$ cat config.mk
export PLATFORM = sky130hd
export DESIGN_NAME = piecewise_linear_gray_stretch_unit
export DESIGN_NICKNAME = d
export VERILOG_FILES = /design/src/rtl/core/plsg_pkg.sv /design/src/rtl/core/piecewise_linear_gray_stretch_unit.sv /design/src/rtl/core/plsg_div.sv /design/src/rtl/core/plsg_ramp.sv /design/src/rtl/core/plsg_lut.sv
export SDC_FILE = /design/constraint.sdc
export NUM_CORES = 2
export LEC_CHECK = 0
export ABC_AREA = 1
export BUFFER_PORTS_ARGS = -buffer_cell sky130_fd_sc_hd__buf_2
export CORE_MARGIN = 1.5
export CORE_UTILIZATION = 55
export DETAILED_ROUTE_END_ITERATION = 16
export PLACE_DENSITY = 0.76
export SYNTH_ARGS = -nofsm -noshare
export SYNTH_HDL_FRONTEND = slang
export SYNTH_HIERARCHICAL = 1
export SYNTH_SLANG_ARGS = --single-unit
$ cat constraint.sdc
create_clock -name clk -period 33.5 [get_ports clk]
set_input_delay 10.05 -clock clk [delete_from_list [all_inputs] [get_ports clk]]
set_output_delay 10.05 -clock clk [all_outputs]
set_load 0.005 [all_outputs]
$ cat src/rtl/core/plsg_pkg.sv
// Shared widths, constants and types of the piecewise-linear gray stretch unit.
package plsg_pkg;

    localparam int LEVEL_W   = 8;
    localparam int CFG_IDX_W = 8;
    localparam int LUT_DEPTH = 256;
    localparam int OUT_DEPTH = 4;
    localparam int OUT_PTR_W = $clog2(OUT_DEPTH);
    localparam int OUT_CNT_W = $clog2(OUT_DEPTH + 1);
    localparam int DIV_STEPS = LEVEL_W;
    localparam int DIV_CNT_W = $clog2(DIV_STEPS + 1);

    typedef logic [LEVEL_W-1:0] level_t;

    localparam level_t MAX_LEVEL = level_t'(LUT_DEPTH - 1);

    localparam logic [CFG_IDX_W-1:0] REG_P1_IN  = CFG_IDX_W'(0);
    localparam logic [CFG_IDX_W-1:0] REG_P1_OUT = CFG_IDX_W'(1);
    localparam logic [CFG_IDX_W-1:0] REG_P2_IN  = CFG_IDX_W'(2);
    localparam logic [CFG_IDX_W-1:0] REG_P2_OUT = CFG_IDX_W'(3);

    typedef struct packed {
        logic   we;
        level_t addr;
        level_t data;
    } lut_wr_t;

    typedef struct packed {
        level_t quo;
        level_t rem;
    } div_res_t;

endpackage

$ cat src/rtl/core/piecewise_linear_gray_stretch_unit.sv
// Top level of the piecewise-linear gray stretch unit: registers, table rebuild and stream.
//
// Pixels enter on in_valid/in_ready with pixel_in and leave on out_valid/out_ready with
// pixel_out, one result beat for every input beat, in order. Each pixel is looked up in a
// 256-entry mapping table held in a synchronous memory, so the stream runs at one pixel per
// clock while the queue has room; a result is registered, then queued and offered.
// A four-entry output queue decouples the sides: while the receiver stalls, the block keeps
// taking pixels until the queue and the memory read stage hold four results, then drops
// in_ready until the receiver takes a beat.
// The four breakpoint registers are written on cfg_we with cfg_index and cfg_data; an index
// beyond the list changes no register but still rebuilds the table.
// After reset and after every register write the table is rebuilt while in_ready is low:
// three serial dividers work out the slope of each segment, then a sweep writes all 256
// table entries, one entry per cycle. Reset loads the identity mapping into the registers
// and starts that rebuild.
module piecewise_linear_gray_stretch_unit
    import plsg_pkg::*;
(
    input  logic                 clk,
    input  logic                 rst_n,
    input  logic                 cfg_we,
    input  logic [CFG_IDX_W-1:0] cfg_index,
    input  logic [LEVEL_W-1:0]   cfg_data,
    input  logic                 in_valid,
    output logic                 in_ready,
    input  logic [LEVEL_W-1:0]   pixel_in,
    output logic                 out_valid,
    input  logic                 out_ready,
    output logic [LEVEL_W-1:0]   pixel_out
);

    typedef enum logic [2:0] {
        ST_DIV  = 3'b001,
        ST_FILL = 3'b010,
        ST_RUN  = 3'b100
    } fill_state_t;

    fill_state_t state_reg;
    logic        start_reg;
    level_t      fill_cnt_reg;
    level_t      p1_in_reg;
    level_t      p1_out_reg;
    level_t      p2_in_reg;
    level_t      p2_out_reg;

    logic        rising;
    level_t      rise2;
    level_t      span2;
    level_t      rise3;
    level_t      span3;
    logic [2:0]  div_busy;
    div_res_t    step1;
    div_res_t    step2;
    div_res_t    step3;
    level_t      q1;
    level_t      q2;
    level_t      q3;
    logic        filling;
    logic        ramp_clear;
    level_t      entry;
    lut_wr_t     lut_wr;
    logic        lut_room;
    logic        rd_en;

    always_ff @(posedge clk or negedge rst_n)
    begin
        if (!rst_n)
        begin
            p1_in_reg  <= '0;
            p1_out_reg <= '0;
            p2_in_reg  <= MAX_LEVEL;
            p2_out_reg <= MAX_LEVEL;
        end
        else if (cfg_we)
        begin
            case (cfg_index)
                REG_P1_IN:  p1_in_reg  <= cfg_data;
                REG_P1_OUT: p1_out_reg <= cfg_data;
                REG_P2_IN:  p2_in_reg  <= cfg_data;
                REG_P2_OUT: p2_out_reg <= cfg_data;
                default: ;
            endcase
        end
    end

    always_ff @(posedge clk or negedge rst_n)
    begin
        if (!rst_n)
        begin
            state_reg    <= ST_DIV;
            start_reg    <= 1'b1;
            fill_cnt_reg <= '0;
        end
        else
        begin
            start_reg <= cfg_we;
            if (cfg_we)
            begin
                state_reg <= ST_DIV;
            end
            else
            begin
                case (state_reg)
                    ST_DIV:
                    begin
                        if (!start_reg && (div_busy == '0))
                        begin
                            state_reg    <= ST_FILL;
                            fill_cnt_reg <= '0;
                        end
                    end
                    ST_FILL:
                    begin
                        fill_cnt_reg <= fill_cnt_reg + 1'b1;
                        if (fill_cnt_reg == MAX_LEVEL)
                        begin
                            state_reg <= ST_RUN;
                        end
                    end
                    ST_RUN: ;
                    default: state_reg <= ST_DIV;
                endcase
            end
        end
    end

    assign rising = p2_out_reg >= p1_out_reg;
    assign rise2  = rising ? (p2_out_reg - p1_out_reg) : (p1_out_reg - p2_out_reg);
    assign span2  = p2_in_reg - p1_in_reg;
    assign rise3  = MAX_LEVEL - p2_out_reg;
    assign span3  = MAX_LEVEL - p2_in_reg;

    plsg_div u_div1 (
        .clk   (clk),
        .rst_n (rst_n),
        .start (start_reg),
        .num   (p1_out_reg),
        .den   (p1_in_reg),
        .busy  (div_busy[0]),
        .res   (step1)
    );

    plsg_div u_div2 (
        .clk   (clk),
        .rst_n (rst_n),
        .start (start_reg),
        .num   (rise2),
        .den   (span2),
        .busy  (div_busy[1]),
        .res   (step2)
    );

    plsg_div u_div3 (
        .clk   (clk),
        .rst_n (rst_n),
        .start (start_reg),
        .num   (rise3),
        .den   (span3),
        .busy  (div_busy[2]),
        .res   (step3)
    );

    assign filling    = state_reg == ST_FILL;
    assign ramp_clear = state_reg == ST_DIV;

    // Each segment's line starts at its left breakpoint and steps once per table entry.
    plsg_ramp u_ramp1 (
        .clk     (clk),
        .clear   (ramp_clear),
        .advance (filling),
        .step    (step1),
        .span    (p1_in_reg),
        .level   (q1)
    );

    plsg_ramp u_ramp2 (
        .clk     (clk),
        .clear   (ramp_clear),
        .advance (filling && (fill_cnt_reg >= p1_in_reg)),
        .step    (step2),
        .span    (span2),
        .level   (q2)
    );

    plsg_ramp u_ramp3 (
        .clk     (clk),
        .clear   (ramp_clear),
        .advance (filling && (fill_cnt_reg >= p2_in_reg)),
        .step    (step3),
        .span    (span3),
        .level   (q3)
    );

    always_comb
    begin
        if (fill_cnt_reg <= p1_in_reg)
        begin
            entry = q1;
        end
        else if (fill_cnt_reg <= p2_in_reg)
        begin
            entry = rising ? (p1_out_reg + q2) : (p1_out_reg - q2);
        end
        else
        begin
            entry = p2_out_reg + q3;
        end
    end

    assign lut_wr.we   = filling;
    assign lut_wr.addr = fill_cnt_reg;
    assign lut_wr.data = entry;

    assign in_ready = (state_reg == ST_RUN) && lut_room;
    assign rd_en    = in_valid && in_ready;

    plsg_lut u_lut (
        .clk       (clk),
        .rst_n     (rst_n),
        .wr        (lut_wr),
        .rd_en     (rd_en),
        .rd_addr   (pixel_in),
        .room      (lut_room),
        .out_valid (out_valid),
        .out_ready (out_ready),
        .pixel_out (pixel_out)
    );

endmodule

$ cat src/rtl/core/plsg_div.sv
// Restoring divider for 8-bit operands, one quotient bit per cycle.
module plsg_div
    import plsg_pkg::*;
(
    input  logic     clk,
    input  logic     rst_n,
    input  logic     start,
    input  level_t   num,
    input  level_t   den,
    output logic     busy,
    output div_res_t res
);

    logic [DIV_CNT_W-1:0] cnt_reg;
    level_t               quo_reg;
    level_t               rem_reg;
    level_t               den_reg;
    logic [LEVEL_W:0]     shifted;
    logic                 fits;

    assign shifted = {rem_reg, quo_reg[LEVEL_W-1]};
    assign fits    = shifted >= {1'b0, den_reg};

    always_ff @(posedge clk or negedge rst_n)
    begin
        if (!rst_n)
        begin
            cnt_reg <= '0;
        end
        else if (start)
        begin
            cnt_reg <= DIV_CNT_W'(DIV_STEPS);
        end
        else if (cnt_reg != '0)
        begin
            cnt_reg <= cnt_reg - 1'b1;
        end
    end

    always_ff @(posedge clk)
    begin
        if (start)
        begin
            quo_reg <= num;
            rem_reg <= '0;
            den_reg <= den;
        end
        else if (cnt_reg != '0)
        begin
            quo_reg <= {quo_reg[LEVEL_W-2:0], fits};
            if (fits)
            begin
                rem_reg <= level_t'(shifted - {1'b0, den_reg});
            end
            else
            begin
                rem_reg <= shifted[LEVEL_W-1:0];
            end
        end
    end

    assign busy    = cnt_reg != '0;
    assign res.quo = quo_reg;
    assign res.rem = rem_reg;

endmodule

$ cat src/rtl/core/plsg_ramp.sv
// Incremental line generator giving floor(rise * offset / span) one offset per step.
module plsg_ramp
    import plsg_pkg::*;
(
    input  logic     clk,
    input  logic     clear,
    input  logic     advance,
    input  div_res_t step,
    input  level_t   span,
    output level_t   level
);

    level_t           q_reg;
    level_t           r_reg;
    logic [LEVEL_W:0] sum;
    logic             carry;

    assign sum   = {1'b0, r_reg} + {1'b0, step.rem};
    assign carry = sum >= {1'b0, span};

    always_ff @(posedge clk)
    begin
        if (clear)
        begin
            q_reg <= '0;
            r_reg <= '0;
        end
        else if (advance)
        begin
            q_reg <= q_reg + step.quo + level_t'(carry);
            if (carry)
            begin
                r_reg <= level_t'(sum - {1'b0, span});
            end
            else
            begin
                r_reg <= sum[LEVEL_W-1:0];
            end
        end
    end

    assign level = q_reg;

endmodule

$ cat src/rtl/core/plsg_lut.sv
// Mapping table memory with its registered read and the output queue.
module plsg_lut
    import plsg_pkg::*;
(
    input  logic    clk,
    input  logic    rst_n,
    input  lut_wr_t wr,
    input  logic    rd_en,
    input  level_t  rd_addr,
    output logic    room,
    output logic    out_valid,
    input  logic    out_ready,
    output level_t  pixel_out
);

    level_t               mem [LUT_DEPTH];
    level_t               rdata_reg;
    logic                 rd_valid_reg;
    level_t               fifo_reg [OUT_DEPTH];
    logic [OUT_PTR_W-1:0] wptr_reg;
    logic [OUT_PTR_W-1:0] rptr_reg;
    logic [OUT_CNT_W-1:0] count_reg;
    logic [OUT_CNT_W-1:0] count_next;
    logic [OUT_CNT_W:0]   occupancy;
    logic                 pop;

    always_ff @(posedge clk)
    begin
        if (wr.we)
        begin
            mem[wr.addr] <= wr.data;
        end
        if (rd_en)
        begin
            rdata_reg <= mem[rd_addr];
        end
    end

    assign pop       = out_valid && out_ready;
    assign occupancy = {1'b0, count_reg} + (OUT_CNT_W + 1)'(rd_valid_reg);
    assign room      = occupancy < (OUT_CNT_W + 1)'(OUT_DEPTH);

    always_comb
    begin
        count_next = count_reg;
        if (rd_valid_reg && !pop)
        begin
            count_next = count_reg + 1'b1;
        end
        else if (!rd_valid_reg && pop)
        begin
            count_next = count_reg - 1'b1;
        end
    end

    always_ff @(posedge clk or negedge rst_n)
    begin
        if (!rst_n)
        begin
            rd_valid_reg <= 1'b0;
            wptr_reg     <= '0;
            rptr_reg     <= '0;
            count_reg    <= '0;
        end
        else
        begin
            rd_valid_reg <= rd_en;
            count_reg    <= count_next;
            if (rd_valid_reg)
            begin
                wptr_reg <= wptr_reg + 1'b1;
            end
            if (pop)
            begin
                rptr_reg <= rptr_reg + 1'b1;
            end
        end
    end

    always_ff @(posedge clk)
    begin
        if (rd_valid_reg)
        begin
            fifo_reg[wptr_reg] <= rdata_reg;
        end
    end

    assign out_valid = count_reg != '0;
    assign pixel_out = fifo_reg[rptr_reg];

endmodule

# Word level (Yosys, flattened, before mapping)
# Memories as Yosys holds them, arrays and structs flattened. A register that Yosys moved wholly into a read port is not among the register bits.
# Cells that the tools add are included.
# classes
n_lt_le_gt_ge	12
reduce_logical	28
n_addsub	32
n_bitwise	1
mux	34
n_eq_ne	11
# ops
operator	count
8-bit 2-to-1 mux	17
8-bit subtractor	10
9-bit by 8-bit greater-or-equal comparator with 1-bit output	6
8-bit adder	5
8-bit by 8-bit adder with 9-bit output	3
8-bit by 1-bit adder with 8-bit output	3
8-bit greater-or-equal comparator	3
4-bit 2-to-1 mux	6
8-bit by 2-bit equality test with 1-bit output (second input constant)	2
8-bit <= comparator	2
8-bit case mux with 2 select lines	1
8-bit subtractor (first input constant)	2
3-bit 2-to-1 mux	5
4-bit nonzero test	3
4-bit by 1-bit subtractor with 4-bit output (second input constant)	3
2-bit nonzero test	5
3-bit case mux with 3 select lines	1
8-bit by 1-bit adder with 8-bit output (second input constant)	1
8-bit by 1-bit equality test with 1-bit output (second input constant)	1
8-bit equality test (second input constant)	1
1-bit logical AND	8
8-bit zero test	1
2-bit AND reduction	4
3-bit by 2-bit inequality test with 1-bit output (second input constant)	2
other kinds (16)	23
# totals
mem_bits_rw	2080
output_inout_bits	10
elab_cells	149
n_memories	2
reg_bits	184
inputBits	29
# mem_list
memory	depth	width	rd	rd_ports_with_merged_regs	wr	line_no	text
u_lut.mem	256	8	1	1	1	plsg_lut.sv:16	level_t mem [LUT_DEPTH];
u_lut.fifo_reg	4	8	1	0	1	plsg_lut.sv:19	level_t fifo_reg [OUT_DEPTH];

# Longest topological paths before layout
# depth
depth_word	6
ltp_mapped	27
depth_no_buf	27

# By module
# The synthesis kept the hierarchy.
# modules_own_cells
module	area_each_um2	n_inst	cells_each	seq_area_each_um2
plsg_lut	85091.6	1	7124	62900.3
plsg_div	1680.4	3	210	740.7
piecewise_linear_gray_stretch_unit	4286.6	1	595	1123.6
plsg_ramp at u_ramp2 ...	1839.3	2	283	320.3
plsg_ramp at u_ramp1	1825.5	1	290	320.3

# Least setup slack after synthesis
# No wires, ideal clock.
# synth_path
path_kind	register to register
start	register p2_in_reg[1]
end	memory u_lut/mem[0][0] in the netlist's numbering (data pin)
arrival_time_ps	11477
t_required_ps	31312
slack_ps	19836
stages_incl_launch_ff	11
setup_ps	2188
period_less_slack_ps	13664
path_buffers	0
path_cell_list	dfstp_2 -> inv_1 -> ha_1 -> a21oi_1 -> o21ai_0 -> nand2_1 -> nand2_1 -> nand2_2 -> inv_1 -> o21ai_0 -> o21ai_0
# synth_via
elab_chain_cells	3
# synth_lines
element	line_no	text
start, declared	piecewise_linear_gray_stretch_unit.sv:43	level_t p2_in_reg;
start signal, assigned	piecewise_linear_gray_stretch_unit.sv:79	REG_P2_IN: p2_in_reg <= cfg_data;
8-bit <= comparator	piecewise_linear_gray_stretch_unit.sv:200	else if (fill_cnt_reg <= p2_in_reg)
8-bit 2-to-1 mux	piecewise_linear_gray_stretch_unit.sv:200	
8-bit 2-to-1 mux	piecewise_linear_gray_stretch_unit.sv:196	if (fill_cnt_reg <= p1_in_reg)
named net entry[0]	piecewise_linear_gray_stretch_unit.sv:60	level_t entry;
end, declared	plsg_lut.sv:16	
# The timed path passes the listed nets, and every way through them passes these cells.

==> key figures <==
Status
  • Outcome: complete, no violations

Global routing
  • Largest net degree at the start of global routing: 223
  • Number of global-route vias before repair: 66997
  • Tot GR Track Use: 28.2%
  • First-pass GRT wire length: 399 mm
  • Initial antenna violation count: 4
  • Grt total ovfl: 0

STA
  • Slew headroom: 13.2%
  • Fmax: 72.1 MHz
  • Unrepaired setup endpoints after global routing: no
  • Final Setup Violations: 0
  • Worst slew pin tran: 1300 ps
  • Fin. max-slew vios: 0
  • Final period util: between 40% and 50%
  • Final hold vios: 0
  • Clock skew: 35.2 ps
  • Tmin final: 13870 ps
  • TNS Setup: 0 ps

Final layout
  • Commonest non-fill, non-tap cells in the layout: 2727 x nand2_1, 2181 x nand3_1, 2136 x edfxtp_1
  • Max reg flops: 2048
  • Most common cell after layout, fill and taps aside: nand2_1
  • Share of layout cells above drive strength 1: 6.20%
  • Syn-to-layout area delta: 8.37%
  • Nets: between 9000 and 10000

Yosys
  • Synth warnings: 6
  • Ys flop type: edfxtp_1
  • Netlist cell types: 59
  • Synth Register Bits: 2272
  • Number of synthesized flops with an enable pin: approximately 2100
  • Synth async-reset ratio: 2.82%
  • Net Count, Synth: 9409
  • Post-Syn Area: about 0.1 sq mm
  • Cells after Synth: 9205
  • Mean cell area of the mapped netlist: around 11 sq um
  • Seq/Total Area, Yosys: 67.3%

Route
  • First-pass detailed-route iteration total: 6
  • Vias/cell: 6.08
  • Total wire length: 264 mm
  • Vias: 70413
  • 1st-iter DRT viols: approximately 10000
  • Post-route ant nets: 0
  • Highest metal used: met5
  • Avg WL per Cell: 22.8 um
  • Routed met2 length: 121 mm
  • Detail Route met3 WL: between 30 and 40 mm
  • DRC Markers: 0
  • Met1 WL: 100 mm

Setup path
  • Crit-path max FO: 172
  • Worst Setup Start Kind: primary input
  • Worst Path Arrival: between 10000 and 15000 ps
  • WS Path Type: primary input to flip-flop
  • Critical path capture point type: flip-flop
  • CP Data Required Time: 34220 ps

Power and ir drop
  • VDD IR max: 0.0870 mV
  • P_leak: between 40 and 50 nW
  • PwrDens: 75.0 mW/mm^2
  • Power Total: 8.12 mW

Placed design
  • Port buffer count: 38
  • GP Congestion: 0.909
  • Detail Placement HPWL: 153 mm

Clocking
  • CTS tree: yes
  • Clk_lat worst skew: 860 ps
  • Setup Buffers After CTS: 0
  • Clk Tree Root Cell: clkbuf_16
  • H-tree levels: 4
  • Hold buffers post-CTS: 0
  • Cts bufs inserted: 218
  • Num Clock Sinks: 2272
  • Post_cts resized: 0
  • CTS clk-pin slew, worst paths: around 60 ps
  • Max Root-Sink Buffers: 3

Floorplanning
  • Die Wd: 429 um
  • Rows: 156
  • Ports: 39
  • Core Area: 0.181 sq mm
  • Starting density of the core: 55.3%
  • Vert. Die Dim: ~430 um
  • Die area: roughly 0.18 sq mm

Worst hold path
  • HP Class: flip-flop to flip-flop

Flow run
  • # Max-Cap Violations: 0
final cells by class:
class,instances,area [sq um]
fillers,13897,72300
well taps,2370,2970
clock buffers,271,5750
multi-input cells,6011,28600
clock inverters,138,1290
inverters,403,1550
flip-flops and latches,2272,67200
repair buffers,117,892
diodes,4,10.0
worst max-delay path, cell delays in order:
cell and delay [ps]:
buf_8 240, inv_16 420, buf_4 1020, buf_4 1010, nand2_1 160, nand3_1 120, nand3_1 100, nand3_1 130
nand3_1 270, nand3_1 340, nand3_1 220, nand2_1 120, nand2_1 60, nand2_1 100
worst paths after layout:
| kind | endpoint | cells after the start | slack [ps] | start |
|---|---|---|---|---|
| max reg2reg | u_lut/mem[116][6] | 18 | 26960 | p2_out_reg[0] |
| max | u_lut/rdata_reg[6] | 14 | 19630 | pixel_in[0] |
| min | u_ramp1/r_reg[7] | 2 | 470 | u_ramp1/r_reg[7] |
| min reg2reg | u_ramp1/r_reg[7] | 2 | 470 | u_ramp1/r_reg[7] |
| min in group asynchronous | u_div2/cnt_reg[2] | 1 | 9310 | rst_n |
| max in group asynchronous | u_lut/count_reg[0] | 1 | 23580 | rst_n |
where the power goes:
group | internal, mW | total (mW) | leakage, nW | switching, mW
combinational | 0.344 | 1.77 | 16.3 | 1.43
sequential | 3.87 | 3.92 | 20.9 | 0.0514
clock | 1.37 | 2.43 | 3.44 | 1.05
total | 5.59 | 8.12 | 40.6 | 2.53
per-stage QoR:
| stage | hold slack, ps | util [%] | setup WS [ps] | area, sq um | cells |
|---|---|---|---|---|---|
| after global routing | 490 | 60.0 | 19440 | 108000 | 11582 |
| after CTS | 472 | 60.0 | 19730 | 108000 | 11582 |
| final | 471 | 60.0 | 19630 | 108000 | 11586 |
| after detailed placement | 463 | 56.1 | 18850 | 101000 | 11173 |
| after global placement | 458 | 56.1 | 18880 | 101000 | 11173 |
| after floorplan | 449 | - | 19840 | 99900 | 9205 |
per-layer routing:
metal / up-vias / GRT usage, %
li1: 31559 / -
met1: 33716 / 38.4
met3: 674 / 6.28
met4: 4 / 12.4
met2: 4460 / 43.7
met5: - / 0
logic make-up after synthesis:
family	after synthesis	synth area share, %
xor+xnor	79	0.692
simple gates	5499	24.1
compound gates	256	1.43
flops	2272	67.3
buf+inv	922	4.19
fa+ha+maj	175	2.35
mux	2	0.0213
Yosys cell counts, drive strengths merged (2+ instances only):
library cell | number | area (sq um)
nor3 | 9 | 72.6
o21a | 6 | 45.0
edfxtp | 2136 | 64100
xor2 | 55 | 482
buf | 404 | 2240
dfxtp | 72 | 1440
a31oi | 8 | 50.1
nor2 | 443 | 1760
nor3b | 2 | 15.0
nand2 | 2780 | 10600
a21o | 5 | 37.5
a211oi | 3 | 22.5
o211ai | 2 | 15.0
o31ai | 5 | 37.5
fa | 21 | 420
dfstp | 18 | 473
inv | 400 | 1500
clkbuf | 115 | 433
o21ai | 95 | 483
o21bai | 5 | 37.5
clkinv | 3 | 11.3
nand3b | 28 | 273
dfrtp | 46 | 1150
nand3 | 2188 | 11000
or2 | 13 | 81.3
xnor2 | 24 | 210
a21oi | 112 | 606
o22ai | 12 | 75.1
nand4 | 33 | 225
a21boi | 2 | 15.0
ha | 154 | 1930
Note: power is estimated with default switching activity, not from simulation.
